### src/design/dfn_pkg.sv
`default_nettype none

package dfn_pkg;

	localparam int DEPTH_W    = 15;
	localparam int PIXEL_W    = 8;
	// depth * 240 fits in depth width + 8 bits
	localparam int DIVIDEND_W = DEPTH_W + PIXEL_W;
	// one extra quotient bit flags an overflowed (clipped) quotient
	localparam int QUOT_W     = PIXEL_W + 1;
	localparam int CNT_W      = $clog2(QUOT_W);

	localparam logic [DEPTH_W-1:0] THRESH_RESET = DEPTH_W'(32001);
	localparam logic [PIXEL_W-1:0] PIXEL_FULL   = 8'hff;
	localparam logic [PIXEL_W-1:0] PIXEL_ZERO   = 8'h00;

	localparam logic OP_SCAN      = 1'b0;
	localparam logic OP_NORMALIZE = 1'b1;

	typedef enum logic {
		TOP_IDLE,
		TOP_WAIT
	} top_state_t;

	typedef enum logic [1:0] {
		DIV_IDLE,
		DIV_RUN,
		DIV_DONE
	} div_state_t;

	typedef struct packed {
		logic start;
		logic ack;
	} div_ctrl_t;

	typedef struct packed {
		logic busy;
		logic done;
	} div_stat_t;

endpackage

`default_nettype wire

### src/design/dfn_max_tracker.sv
`default_nettype none

module dfn_max_tracker (
	input  wire logic                        clk,
	input  wire logic                        arst_n,
	input  wire logic                        scan_en,
	input  wire logic                        clear,
	input  wire logic                        unsat,
	input  wire logic [dfn_pkg::DEPTH_W-1:0] depth,
	output logic      [dfn_pkg::DEPTH_W-1:0] frame_max
);

	logic [dfn_pkg::DEPTH_W-1:0] max_q;
	logic [dfn_pkg::DEPTH_W-1:0] base;
	logic [dfn_pkg::DEPTH_W-1:0] max_d;

	// frame start clears before the sample is considered
	always_comb begin
		base  = clear ? '0 : max_q;
		max_d = (unsat && (depth > base)) ? depth : base;
	end

	always_ff @(posedge clk or negedge arst_n) begin
		if (!arst_n) begin
			max_q <= '0;
		end else if (scan_en) begin
			max_q <= max_d;
		end
	end

	assign frame_max = max_q;

endmodule

`default_nettype wire

### src/design/dfn_divider.sv
`default_nettype none

module dfn_divider (
	input  wire logic                           clk,
	input  wire logic                           arst_n,
	input  wire dfn_pkg::div_ctrl_t             ctrl,
	input  wire logic [dfn_pkg::DIVIDEND_W-1:0] dividend,
	input  wire logic [dfn_pkg::DEPTH_W-1:0]    divisor,
	output dfn_pkg::div_stat_t                  stat,
	output logic      [dfn_pkg::QUOT_W-1:0]     quotient
);

	dfn_pkg::div_state_t state_q;
	dfn_pkg::div_state_t state_d;

	logic [dfn_pkg::DIVIDEND_W-1:0] rem_q;
	logic [dfn_pkg::DIVIDEND_W-1:0] dvs_q;
	logic [dfn_pkg::QUOT_W-1:0]     quo_q;
	logic [dfn_pkg::CNT_W-1:0]      cnt_q;
	logic                           ge;

	// one restoring step per cycle: divisor shifts right, quotient shifts in a bit
	assign ge = (rem_q >= dvs_q);

	always_comb begin
		state_d = state_q;
		case (state_q)
			dfn_pkg::DIV_IDLE: begin
				if (ctrl.start) state_d = dfn_pkg::DIV_RUN;
			end
			dfn_pkg::DIV_RUN: begin
				if (cnt_q == '0) state_d = dfn_pkg::DIV_DONE;
			end
			dfn_pkg::DIV_DONE: begin
				if (ctrl.ack) state_d = dfn_pkg::DIV_IDLE;
			end
			default: state_d = dfn_pkg::DIV_IDLE;
		endcase
	end

	always_comb begin
		stat.busy = (state_q == dfn_pkg::DIV_RUN);
		stat.done = (state_q == dfn_pkg::DIV_DONE);
	end

	always_ff @(posedge clk or negedge arst_n) begin
		if (!arst_n) begin
			state_q <= dfn_pkg::DIV_IDLE;
			cnt_q   <= '0;
		end else begin
			state_q <= state_d;
			if (state_q == dfn_pkg::DIV_IDLE) begin
				cnt_q <= dfn_pkg::CNT_W'(dfn_pkg::QUOT_W - 1);
			end else if (state_q == dfn_pkg::DIV_RUN) begin
				cnt_q <= cnt_q - 1'b1;
			end
		end
	end

	always_ff @(posedge clk) begin
		if (state_q == dfn_pkg::DIV_IDLE && ctrl.start) begin
			rem_q <= dividend;
			dvs_q <= {divisor, {(dfn_pkg::QUOT_W - 1){1'b0}}};
			quo_q <= '0;
		end else if (state_q == dfn_pkg::DIV_RUN) begin
			if (ge) rem_q <= rem_q - dvs_q;
			dvs_q <= dvs_q >> 1;
			quo_q <= {quo_q[dfn_pkg::QUOT_W-2:0], ge};
		end
	end

	assign quotient = quo_q;

endmodule

`default_nettype wire

### src/design/depth_frame_normalizer.sv
// Depth frame normalizer. Each frame is streamed twice. Scan requests
// (tuser[0] = 0) update the running maximum of samples strictly below
// saturation_threshold; tuser[1] on a scan request clears the maximum first.
// Scan requests produce no output. Normalize requests (tuser[0] = 1) produce
// one byte: 0 for a saturated sample, 255 when the maximum is zero, else
// 255 - floor(depth*240/max), clipped at 0. A scan request, a saturated
// sample or a zero maximum skips the divider. Any other normalize
// request runs a bit-serial restoring divider that resolves one quotient bit
// per cycle over 9 bits (8 result bits plus an overflow bit), so such a
// request holds off the next accept until its byte is in the output register.
// The output byte sits in a register, so input is taken while a result waits
// as long as the consumer drains it in the same cycle or the slot is empty.
// saturation_threshold resets to 32001; write it only while the block is idle.
`default_nettype none

module depth_frame_normalizer (
	input  wire logic        clk,
	input  wire logic        arst_n,
	// cfg: saturation_threshold
	input  wire logic        cfg_wr_en,
	input  wire logic [14:0] cfg_wr_data,
	input  wire logic        s_axis_tvalid,
	output logic             s_axis_tready,
	input  wire logic [15:0] s_axis_tdata,   // [14:0] depth_sample, [15] zero
	input  wire logic [1:0]  s_axis_tuser,   // [0] opcode, [1] frame_start
	output logic             m_axis_tvalid,
	input  wire logic        m_axis_tready,
	output logic [7:0]       m_axis_tdata    // [7:0] pixel_value
);

	dfn_pkg::top_state_t state_q;
	dfn_pkg::top_state_t state_d;

	logic [dfn_pkg::DEPTH_W-1:0]    thresh_q;
	logic [dfn_pkg::DEPTH_W-1:0]    frame_max;
	logic [dfn_pkg::DEPTH_W-1:0]    depth;
	logic [dfn_pkg::DIVIDEND_W-1:0] dividend;
	logic [dfn_pkg::QUOT_W-1:0]     quotient;
	logic [dfn_pkg::PIXEL_W-1:0]    fast_pixel;
	logic [dfn_pkg::PIXEL_W-1:0]    div_pixel;
	logic [dfn_pkg::PIXEL_W-1:0]    out_data_q;
	logic                           out_valid_q;

	logic accept;
	logic is_norm;
	logic unsat;
	logic slot_free;
	logic load_fast;
	logic drain;

	dfn_pkg::div_ctrl_t div_ctrl;
	dfn_pkg::div_stat_t div_stat;

	assign depth     = s_axis_tdata[dfn_pkg::DEPTH_W-1:0];
	assign is_norm   = (s_axis_tuser[0] == dfn_pkg::OP_NORMALIZE);
	assign unsat     = (depth < thresh_q);
	assign accept    = s_axis_tvalid && s_axis_tready;
	// output slot can take a new byte this cycle
	assign slot_free = !out_valid_q || m_axis_tready;

	// depth*240 = depth*256 - depth*16
	assign dividend = {depth, 8'b0} - {4'b0, depth, 4'b0};

	// saturated and zero-max samples skip the divider
	assign load_fast  = accept && is_norm && (!unsat || (frame_max == '0));
	assign fast_pixel = unsat ? dfn_pkg::PIXEL_FULL : dfn_pkg::PIXEL_ZERO;

	// 255 - q is ~q; overflow bit means the quotient clips at 255
	assign div_pixel = quotient[dfn_pkg::QUOT_W-1] ? dfn_pkg::PIXEL_ZERO
	                 : ~quotient[dfn_pkg::PIXEL_W-1:0];

	// cfg register
	always_ff @(posedge clk or negedge arst_n) begin
		if (!arst_n) begin
			thresh_q <= dfn_pkg::THRESH_RESET;
		end else if (cfg_wr_en) begin
			thresh_q <= cfg_wr_data;
		end
	end

	dfn_max_tracker u_max (
		.clk       (clk),
		.arst_n    (arst_n),
		.scan_en   (accept && !is_norm),
		.clear     (s_axis_tuser[1]),
		.unsat     (unsat),
		.depth     (depth),
		.frame_max (frame_max)
	);

	dfn_divider u_div (
		.clk      (clk),
		.arst_n   (arst_n),
		.ctrl     (div_ctrl),
		.dividend (dividend),
		.divisor  (frame_max),
		.stat     (div_stat),
		.quotient (quotient)
	);

	// next state
	always_comb begin
		state_d = state_q;
		case (state_q)
			dfn_pkg::TOP_IDLE: begin
				if (accept && is_norm && unsat && (frame_max != '0)) begin
					state_d = dfn_pkg::TOP_WAIT;
				end
			end
			dfn_pkg::TOP_WAIT: begin
				if (div_stat.done && slot_free) state_d = dfn_pkg::TOP_IDLE;
			end
			default: state_d = dfn_pkg::TOP_IDLE;
		endcase
	end

	// outputs of the control FSM
	always_comb begin
		s_axis_tready  = 1'b0;
		drain          = 1'b0;
		div_ctrl.start = 1'b0;
		div_ctrl.ack   = 1'b0;
		case (state_q)
			dfn_pkg::TOP_IDLE: begin
				s_axis_tready  = slot_free;
				div_ctrl.start = accept && is_norm && unsat && (frame_max != '0);
			end
			dfn_pkg::TOP_WAIT: begin
				drain        = div_stat.done && slot_free;
				div_ctrl.ack = drain;
			end
			default: begin
				s_axis_tready = 1'b0;
			end
		endcase
	end

	always_ff @(posedge clk or negedge arst_n) begin
		if (!arst_n) begin
			state_q     <= dfn_pkg::TOP_IDLE;
			out_valid_q <= 1'b0;
		end else begin
			state_q <= state_d;
			if (load_fast || drain) begin
				out_valid_q <= 1'b1;
			end else if (m_axis_tready) begin
				out_valid_q <= 1'b0;
			end
		end
	end

	always_ff @(posedge clk) begin
		if (load_fast) begin
			out_data_q <= fast_pixel;
		end else if (drain) begin
			out_data_q <= div_pixel;
		end
	end

	assign m_axis_tvalid = out_valid_q;
	assign m_axis_tdata  = out_data_q;

`ifndef SYNTHESIS
	// divider result is taken only once it is final
	a_ack_done: assert property (@(posedge clk) disable iff (!arst_n)
		div_ctrl.ack |-> div_stat.done)
		else $error("divider acked before done");

	// fast path and divider path never compete for the output register
	a_one_source: assert property (@(posedge clk) disable iff (!arst_n)
		!(load_fast && drain))
		else $error("two sources load the output register");

	// a started division keeps the block busy on the next cycle
	a_start_wait: assert property (@(posedge clk) disable iff (!arst_n)
		div_ctrl.start |=> (state_q == dfn_pkg::TOP_WAIT) && div_stat.busy)
		else $error("division start did not enter wait");

	// while waiting, the divider is either running or holding a result
	a_wait_div: assert property (@(posedge clk) disable iff (!arst_n)
		(state_q == dfn_pkg::TOP_WAIT) |-> (div_stat.busy || div_stat.done))
		else $error("waiting on an idle divider");
`endif

endmodule

`default_nettype wire

### config.mk
export PLATFORM = sky130hd
export DESIGN_NAME = depth_frame_normalizer
export DESIGN_NICKNAME = d
export VERILOG_FILES = /design/src/design/dfn_pkg.sv /design/src/design/dfn_max_tracker.sv /design/src/design/dfn_divider.sv /design/src/design/depth_frame_normalizer.sv
export SDC_FILE = /design/constraint.sdc
export NUM_CORES = 1
export LEC_CHECK = 0
export BUFFER_PORTS_ARGS = -buffer_cell sky130_fd_sc_hd__clkbuf_2
export CORE_ASPECT_RATIO = 1.25
export CORE_UTILIZATION = 60
export DETAILED_ROUTE_END_ITERATION = 12
export PLACE_DENSITY = 0.89
export RECOVER_POWER = 50
export SKIP_CTS_REPAIR_TIMING = 1
export SYNTH_ARGS = -nofsm -noshare
export SYNTH_HDL_FRONTEND = slang
export SYNTH_SLANG_ARGS = --single-unit
### constraint.sdc
create_clock -name clk -period 5.08 [get_ports clk]
set_input_delay 0.254 -clock clk [delete_from_list [all_inputs] [get_ports clk]]
set_output_delay 0.254 -clock clk [all_outputs]
set_load 0.02 [all_outputs]
==> metrics, run 1 <==
status finished, violations left; Synth area leaders edfxtp_1 20%, ha_1 12%, dfrtp_1 11%; crit path max fanout a little over 70; Root Driver clkbuf_16; Die Span Y approximately 120 um; ANT cells 0; die width 97.0 um; Max clock buf depth 2; Synth Warn # 0; Iter 0 DRT Violations 556; worst slew pin tran 2.02 ns; Arr. time, crit path 4.26 ns; Min Clock Period, post-route 4.16 ns; Slew HR -34.5%; Max Slew Vio Count 79; final setup fails 0; Fin. Hold Viols 0; WL final 16300 um; Synth top area share between 20% and 30%; crit end category register; WL/cell 17.5 um; via count 5916; Seq/Total Area, Yosys approximately 40%; asr flop ratio synth 37.6%; unrepaired setup endpoints after global routing no; CP startpoint kind register; initial antenna violation count 0; Setup WS pre-CTS 1.57 ns; vias per inst 6.34; dominant register cell in the synthesized netlist edfxtp_1; worst-path cell chain inv_1, ha_1, and3_1, a221o_1, a31oi_2, o41ai_1, nor4_4, clkbuf_2, mux2_2; Seq cells post-synth around 100; largest net degree at the start of global routing 72; first-pass GRT wire length approximately 27000 um; pwr/cell area 633 mW/mm^2; Layout Utilization 66.2%; cell count after synthesis 761; clk slew on worst S/H paths 0.07 ns; Hold Path Class in2reg; clk sinks roughly 100; port buffer count 46; GP Congestion 0.953; worst skew pair latency 0.35 ns; Layout Skew 0.0120 ns; Syn Area/Cell 8.89 um^2; P_int ~0.0026 W; Yosys top cell by area edfxtp_1; core area around 0.011 mm^2; P_leak 3.07 nW; number of global-route vias before repair 5613; power share of the sequential group 32.7%; hpwl dp between 10000 and 15000 um; # nets final 897; I/O pin count 48; CP max stage cell o41ai_1; Peak VDD IR 0.000245 V; share of cells above drive strength 1 between 8 and 9%; CTS H-Tree Depth 3; GR peak layer met2; Inserted Clock Buffers 9; Setup CP Type reg2reg; period utilization 81.9%; Clk network pwr share ~14%; fmax 241 MHz; P_sw 0.00200 W; CTS tree yes; Synth Net Count 865; combinational share of power 53.1%; Post-Syn Area 0.00676 mm^2; total negative slack 0 ns; M2 GR Usage 52.3%; failing checks capacitance limit, slew limit; met3 usage between 3 and 4%; Routed Antenna Nets 0; Initial DRT Pass Iterations 5; row count 43; GR Overflow Total 0; Synth cell types 58; Die Area 0.0117 mm^2; Worst Setup Slack, final about 0.92 ns; synth-to-layout area growth 7.92%; Post-synth EDFFs 46; switching share of power 43.4%; CP peak stage delay about 1.3 ns; CP required 5.18 ns; total global routing track utilization 28.6%; Remaining DRCs 0; initial core utilization 61.3%; met1 Track Usage GR 32.0%; maxcap violations 3
-- worst paths after layout --
check	startpoint	endpoint	slack, ns	cells past startpoint
setup / recovery	thresh_q[5]	u_div.rem_q[21]	0.92	9
hold / removal	cfg_wr_data[11]	thresh_q[11]	0.09	3
setup reg to reg	thresh_q[5]	u_div.rem_q[21]	0.92	9
hold reg to reg	u_div.dvs_q[0]	u_div.dvs_q[0]	0.47	2
max in group asynchronous	arst_n	m_axis_tvalid	3.46	1
min in group asynchronous	arst_n	u_max.frame_max[7]	0.46	1
-- synth_stat cells (3+ instances only) --
cell type / count
a211o_1: 3
a211oi_1: 3
a21o_1: 11
a21oi_1: 70
a22o_1: 16
a31oi_1: 5
and2_1: 3
and3_1: 8
buf_2: 4
clkbuf_1: 23
dfrtp_1: 31
dfstp_2: 7
dfxtp_1: 17
edfxtp_1: 46
ha_1: 65
inv_1: 69
mux2i_1: 3
nand2_1: 106
nand2b_1: 26
nand3_1: 12
nand4_1: 12
nor2_1: 31
nor2b_1: 9
nor3_1: 8
nor4_1: 4
o211ai_1: 6
o21a_1: 11
o21ai_0: 48
o21ai_1: 27
o21bai_1: 5
o31ai_1: 6
xnor2_1: 27
xor2_1: 6
-- per-layer routing --
layer  part of all wire [%]  wire length (um)  vias up
met5                      0                 0        -
li1                       -                 -     2784
met2                     52              8530      295
met1                     37              6100     2771
met4                    4.4               717        0
met3                    6.0               972       66
-- layout make-up --
class / count / area, um^2
Timing Repair Buffer: 49 / 231
Clock inverter: 7 / 46.3
Tap cell: 135 / 169
Clock buffer: 9 / 225
Sequential cell: 101 / 2680
Fill cell: 806 / 3730
Multi-Input combinational cell: 563 / 3680
Inverter: 69 / 259
-- metrics by stage --
stage / cells / hold WS [ns] / area (um^2) / power, W
floorplan: 761 / -0.0416 / 6760 / 0.00330
global placement: 917 / 0.422 / 7070 / 0.00373
detailed placement: 917 / 0.437 / 7070 / 0.00389
CTS: 933 / 0.0635 / 7340 / 0.00456
global route: 933 / 0.103 / 7300 / 0.00493
finish: 933 / 0.0949 / 7300 / 0.00462
-- power groups by stage --
stage | clock network [W] | logic (W) | registers, W
after detailed placement | 0 | 0.00237 | 0.00152
after global placement | 0 | 0.00223 | 0.00150
after floorplan | 0 | 0.00183 | 0.00147
after global routing | 0.000685 | 0.00270 | 0.00154
final | 0.000656 | 0.00245 | 0.00151
after CTS | 0.000653 | 0.00241 | 0.00151
-- placed cells by master (no fill, tap or decap), types with 26 or more instances in the layout --
master,count
a21oi_1,70
clkbuf_2,35
dfrtp_1,31
edfxtp_1,46
ha_1,65
inv_1,69
nand2_1,106
nand2b_1,26
nor2_1,31
o21ai_0,48
o21ai_1,27
xnor2_1,27
-- logic make-up (layout without fill, tap and decap cells) --
family,after synthesis,count (layout),synth area share [%]
compound gates,233,233,21.7
xor+xnor,33,33,4.27
fa+ha+maj,66,66,12.3
buf+inv,97,134,5.46
flops,101,101,39.7
mux,5,5,0.777
simple gates,226,226,15.8
-- critical path: cells and delay by family, from the launching register on --
family	cells	cell delay (ns)
multiplexers	1	0.57
buffers and inverters	2	0.87
adder cells (fa/ha/maj)	1	0.31
AO/OA/AOI/OAI	3	1.53
AND/OR/NAND/NOR	2	0.29
flip-flops	1	0.32
-- flip-flops by register name (all words and copies together) (netlist names) --
name	count
u_div.cnt_q	4
u_max.frame_max	15
m_axis_tdata	8
u_div.quotient	9
state_q	1
u_div.state_q	2
u_div.rem_q	23
thresh_q	15
m_axis_tvalid	1
u_div.dvs_q	23
Power figures use the tool's default switching activity.
==> run 2, diff against run 1 <==
--- a/config.mk
+++ b/config.mk
@@ -7,9 +7,9 @@
 export LEC_CHECK = 0
 export BUFFER_PORTS_ARGS = -buffer_cell sky130_fd_sc_hd__clkbuf_2
 export CORE_ASPECT_RATIO = 1.25
-export CORE_UTILIZATION = 60
+export CORE_UTILIZATION = 55
 export DETAILED_ROUTE_END_ITERATION = 12
-export PLACE_DENSITY = 0.89
+export PLACE_DENSITY = 0.87
 export RECOVER_POWER = 50
 export SKIP_CTS_REPAIR_TIMING = 1
 export SYNTH_ARGS = -nofsm -noshare
==> constraint.sdc (replaced) <==
create_clock -name clk -period 3.8 [get_ports clk]
set_input_delay 0.19 -clock clk [delete_from_list [all_inputs] [get_ports clk]]
set_output_delay 0.19 -clock clk [all_outputs]
set_load 0.02 [all_outputs]
==> metrics, run 2 (synthesis gave the netlist of run 1 again) <==
most common cell after layout, fill and taps aside nand2_1; GR Overflow Total 0 (unchanged); Arr. time, crit path 3.31 ns (-0.95 ns); most frequent cells in the layout 106 x nand2_1, 70 x a21oi_1, 69 x inv_1; clk sinks 101 (unchanged); die width 101 um (+4.4%); WL/cell 16.2 um (-7.5%); Min Clock Period, post-route 3.29 ns (-0.867 ns); CP required 3.82 ns (-1.36 ns); I/O pin count 48 (unchanged); Setup CP Type reg2reg; vias per inst 5.90 (-6.9%); number of global-route vias before repair 5451 (-2.9%); CTS tree yes; # nets final 900 (+0.33%); Die Area 0.0127 mm^2 (+8.9%); total negative slack 0 ns (unchanged); ANT cells 0 (unchanged); Initial DRT Pass Iterations 5 (unchanged); maxcap violations 1 (-2); Fin. Hold Viols 0 (unchanged); Setup WS pre-CTS 0.806 ns (-0.766 ns); Iter 0 DRT Violations 348 (-37%); crit end category register; share of cells above drive strength 1 8.86% (+0.72 points); period utilization 86.6% (+4.8 points); fmax 304 MHz (+26%); WL final 15600 um (-4.7%); total global routing track utilization 26.0% (-2.6 points); row count 44 (+2.3%); core area 0.0118 mm^2 (+6.8%); Layout Skew 0.0110 ns (-0.00103 ns); Routed Antenna Nets 0 (unchanged); initial antenna violation count 0 (unchanged); unrepaired setup endpoints after global routing no; P_leak 3.13 nW (+2.0%); initial core utilization 57.4% (-3.9 points); failing checks capacitance limit, slew limit; Root Driver clkbuf_16; Remaining DRCs 0 (unchanged); status finished, violations left; via count 5678 (-4.0%); worst-path cell chain inv_1, ha_1, a21o_1, a221o_1, a31oi_1, o41ai_4, nor4_1, buf_12, nand2b_1, buf_4; Hold Path Class in2reg; CP startpoint kind register; CTS H-Tree Depth 3 (unchanged); hpwl dp 11200 um (-6.4%); CP peak stage delay 0.51 ns (-0.82 ns); Slew HR -37.3% (-2.8 points); Fill cells 995 (+23%); synth-to-layout area growth 9.88%; worst skew pair latency 0.35 ns (about the same); CP max stage cell nor4_1; worst slew pin tran 2.06 ns (+0.0414 ns); first-pass GRT wire length 25800 um (-3.5%); Peak VDD IR 0.000335 V (+37%); port buffer count 46 (unchanged); biggest regs u_div.dvs_q (23), u_div.rem_q (23); Worst Setup Slack, final 0.509 ns (-0.413 ns); final setup fails 0 (unchanged); Max Slew Vio Count 39 (-51%); largest net degree at the start of global routing 49 (-32%); Max clock buf depth 2 (unchanged); GP Congestion 0.920 (-3.5%); pwr/cell area 835 mW/mm^2 (+32%); crit path max fanout 48 (-32%); Die Span Y 126 um (+4.4%); Inserted Clock Buffers 9 (unchanged); clk slew on worst S/H paths 0.08 ns (about the same); Fin Hold WS 0.0403 ns (-0.0546 ns)
==> run 2: cell types whose count changed in the layout (fill, tap and decap cells not counted), moves of 2 or more <==
| cell | before | now |
|---|---|---|
| o21ai_0 | 48 | 66 |
| buf_4 | 1 | 4 |
| bufinv_16 | 0 | 2 |
| clkinv_1 | 2 | 0 |
| o21ai_1 | 27 | 9 |
==> run 2: path summary, 6_finish.rpt <==
kind | from | to | slack, ns | depth (start not counted)
hold reg to reg | u_div.quotient[1] | u_div.quotient[2] | 0.47 | 2
hold / removal | cfg_wr_data[13] | thresh_q[13] | 0.04 | 3
setup / recovery | thresh_q[5] | u_div.rem_q[6] | 0.51 | 10
setup reg to reg | thresh_q[5] | u_div.rem_q[6] | 0.51 | 10
max in group asynchronous | arst_n | u_div.cnt_q[1] | 2.19 | 1
min in group asynchronous | arst_n | u_max.frame_max[13] | 0.43 | 1
==> run 2: where the power goes <==
part	total (W)	internal (W)	leakage, nW	switching [W]
sequential	0.00200	0.00176	1.04	0.000245
clock	0.00102	0.000587	0.162	0.000429
combinational	0.00319	0.00129	1.94	0.00190
==> run 2: area by class of cell <==
type / instances / area (um^2) / area share (%)
repair buffers: 52 / 270 / 3.64
clock inverters: 7 / 103 / 1.38
clock buffers: 9 / 225 / 3.03
flip-flops and latches: 101 / 2680 / 36.1
well taps: 161 / 201 / 2.71
multi-input cells: 563 / 3690 / 49.7
inverters: 69 / 259 / 3.49
==> run 2: worst max-delay path, delay by kind of cell (launching register included) <==
kind / cells / cell delay, ns
buffers and inverters: 3 / 0.67
adders and majority gates: 1 / 0.24
AOI/OAI and AO/OA: 4 / 1.02
and+or+nand+nor: 2 / 0.64
DFF: 1 / 0.36
==> run 2: metal layers <==
metal / global-route usage, % / wire length [um] / vias up / share of wire (%)
li1: - / - / 2772 / -
met1: 30.4 / 6230 / 2646 / 40
met2: 44.7 / 7870 / 203 / 51
met3: 3.66 / 710 / 57 / 4.6
met4: 15.1 / 753 / 0 / 4.8
met5: 0 / 0 / - / 0
==> run 2: through the flow <==
| stage | utilization [%] | cell area (um^2) | std cells | total power [W] |
|---|---|---|---|---|
| global route | 63.1 | 7430 | 962 | 0.00668 |
| floorplan | - | 6760 | 761 | 0.00441 |
| finish | 63.1 | 7430 | 962 | 0.00621 |
| detailed placement | 60.6 | 7140 | 946 | 0.00514 |
| CTS | 63.4 | 7470 | 962 | 0.00622 |
| global placement | 60.6 | 7140 | 946 | 0.00504 |
==> run 3, diff against run 2 <==
--- a/config.mk
+++ b/config.mk
@@ -5,9 +5,10 @@
 export SDC_FILE = /design/constraint.sdc
 export NUM_CORES = 1
 export LEC_CHECK = 0
+export ABC_AREA = 1
 export BUFFER_PORTS_ARGS = -buffer_cell sky130_fd_sc_hd__clkbuf_2
 export CORE_ASPECT_RATIO = 1.25
-export CORE_UTILIZATION = 55
+export CORE_UTILIZATION = 56
 export DETAILED_ROUTE_END_ITERATION = 12
 export PLACE_DENSITY = 0.87
 export RECOVER_POWER = 50
==> metrics, run 3 <==
Root Driver clkbuf_16; Post-synth top cells 375 x nand2_1, 161 x inv_1, 77 x nand3_1, 75 x nor2_1, 65 x ha_1; total global routing track utilization 28.2% (+2.3 points); Final Cell Area 0.00821 mm^2 (+10%); Arr. time, crit path 2.96 ns (-0.35 ns); CP required 3.82 ns (about the same); worst skew pair latency 0.36 ns (about the same); Inserted Clock Buffers 9 (unchanged); initial core utilization 57.5% (+0.065 points); vias per inst 5.54 (-6.2%); period utilization 77.2% (-9.4 points); ANT cells 0 (unchanged); Post-synth EDFFs 46 (unchanged); initial antenna violation count 0 (unchanged); CTS tree yes; top-count cell post-synth nand2_1; Setup CP Type reg2reg; WL/cell 14.4 um (-11%); Reg area 0.00268 mm^2 (unchanged); number of global-route vias before repair 7053 (+29%); CP peak stage delay 0.52 ns (about the same); # nets final 1232 (+37%); WP buf/inv 2 (-1); Remaining DRCs 0 (unchanged); share of cells above drive strength 1 6.44% (-2.4 points); biggest regs u_div.dvs_q (23), u_div.rem_q (23); CP max stage cell dfstp_2; hpwl dp 14400 um (+28%); Hold Path Class in2reg; Synth Net Count 1192 (+38%); crit end category register; failing checks capacitance limit, slew limit; first-pass GRT wire length 31500 um (+22%); Routed Antenna Nets 0 (unchanged); status finished, violations left; synth-to-layout area growth 7.93%; GR Overflow Total 0 (unchanged); I/O pin count 48 (unchanged); Post-Syn Area 0.00760 mm^2 (+12%); worst slew pin tran 2.17 ns (+0.114 ns); Synth cell types 39 (-33%); Seq/Total Area, Yosys 35.3% (-4.4 points); Synth area leaders nand2_1 19%, edfxtp_1 18%, ha_1 11%; largest net degree at the start of global routing 39 (-20%); fmax 341 MHz (+12%); CTS H-Tree Depth 3 (unchanged); pwr/cell area 839 mW/mm^2 (+0.46%); final setup fails 0 (unchanged); Tot Pwr 0.00689 W (+11%); Initial DRT Pass Iterations 6 (+1); die width 106 um (+5.0%); Min Clock Period, post-route 2.93 ns (-0.358 ns); CP startpoint kind register; Peak VDD IR 0.000477 V (+42%); Placed Area 0.00795 mm^2 (+11%); Max Slew Vio Count 39 (unchanged); Slew HR -44.9% (-7.6 points); Crit path max-delay family simple AND/OR/NAND/NOR gates; clk slew on worst S/H paths 0.07 ns (about the same); area of the multi-input gates 0.00415 mm^2 (+12%); Yosys top cell by area nand2_1; Fill cells 1203 (+21%); Synth top area share 18.5% (-1.9 points); WL final 18800 um (+21%); dominant register cell in the synthesized netlist edfxtp_1; via count 7220 (+27%); port buffer count 46 (unchanged); total negative slack 0 ns (unchanged); Max clock buf depth 2 (unchanged); worst-path cell chain inv_1, ha_1, a21o_1, nor2_1, nand2_1, a21oi_1, buf_4, nand2_1, nand2_1, nand2_1; P_leak 4.31 nW (+38%); most common cell after layout, fill and taps aside nand2_1; Iter 0 DRT Violations 452 (+30%); Seq cells post-synth 101 (unchanged); clk sinks 101 (unchanged); core area 0.0132 mm^2 (+12%); crit path max fanout 19 (-60%); cell count after synthesis 1088 (+43%); unrepaired setup endpoints after global routing no; maxcap violations 1 (unchanged); Die Span Y 132 um (+5.0%); R2R Setup Slk 0.87 ns (+0.36 ns); asr flop ratio synth 37.6% (unchanged); Fin. Hold Viols 0 (unchanged); Synth Warn # 0 (unchanged); Layout Skew 0.00725 ns (-0.00373 ns); CP dominant cell by count nand2_1; Die Area 0.0140 mm^2 (+10%); row count 47 (+6.8%); GP Congestion 1.00 (+9.1%); most frequent cells in the layout 376 x nand2_1, 161 x inv_1, 77 x nand3_1; Syn Area/Cell 6.99 um^2 (-21%)
-- run 3: changes by cell type after synthesis, sizes merged, moves of 9 or more --
| cell | delta |
|---|---|
| nand2 | +271 |
| a22o | -16 |
| o21a | -11 |
| clkbuf | -12 |
| nand3 | +66 |
| a21oi | -22 |
| nor2 | +47 |
| xnor2 | -19 |
| inv | +94 |
| nand2b | -26 |
| o21ai | -15 |
| nand4 | +27 |
| nor2b | -9 |
-- run 3: kinds of logic after synthesis --
group	synth area share, %
compound gates	8.21
xor+xnor	2.53
simple gates	32.9
flops	35.3
mux	0.148
fa+ha+maj	11.0
buf+inv	9.99
-- run 3: path summary, 6_finish.rpt --
check	from	end	cells past startpoint
max in group asynchronous	arst_n	u_max.frame_max[8]	1
min in group asynchronous	arst_n	u_div.cnt_q[3]	1
worst min-delay path	cfg_wr_data[10]	thresh_q[10]	3
worst min register to register	u_max.frame_max[0]	u_max.frame_max[0]	2
worst max register to register	thresh_q[14]	m_axis_tdata[4]	10
worst max-delay path	thresh_q[14]	m_axis_tdata[4]	10
-- run 3: final cells by class --
class / count / share of cell area [%]
timing repair buffer: 53 / 3.23
clock buffer: 10 / 2.79
inverter: 163 / 7.46
clock inverter: 6 / 0.671
tap: 171 / 2.61
multi-input combinational: 800 / 50.6
sequential: 101 / 32.7
-- run 3: worst reg2reg max path: stages, from the launching register on --
cell	delay [ns]
dfstp_2	0.52
inv_1	0.04
ha_1	0.29
a21o_1	0.18
nor2_1	0.12
nand2_1	0.09
a21oi_1	0.30
buf_4	0.32
nand2_1	0.11
nand2_1	0.27
nand2_1	0.34
-- run 3: through the flow --
stage / utilization [%] / worst slack (ns) / hold WS [ns] / cells
2_1_floorplan: - / 1.22 / -0.106 / 1088
3_3_place_gp: 60.1 / 0.995 / 0.384 / 1288
3_5_place_dp: 60.1 / 0.979 / 0.394 / 1288
4_1_cts: 62.3 / 1.08 / 0.00491 / 1304
5_1_grt: 62.0 / 0.673 / 0.0267 / 1304
6_report: 62.0 / 0.867 / 0.0248 / 1304
-- run 3: per-layer routing --
layer | wire, um | share of wire, % | vias up | GRT usage, %
li1 | - | - | 3600 | -
met1 | 7430 | 40 | 3287 | 31.5
met2 | 9520 | 51 | 267 | 50.4
met3 | 1010 | 5.4 | 66 | 4.45
met4 | 791 | 4.2 | 0 | 15.9
met5 | 0 | 0 | - | 0
-- run 3: power by group --
part	switching, W	internal [W]	leakage (nW)	total (W)
Combinational	0.00260	0.00135	3.13	0.00395
Clock	0.000441	0.000458	0.140	0.000899
Sequential	0.000227	0.00181	1.04	0.00204
Total	0.00327	0.00362	4.31	0.00689
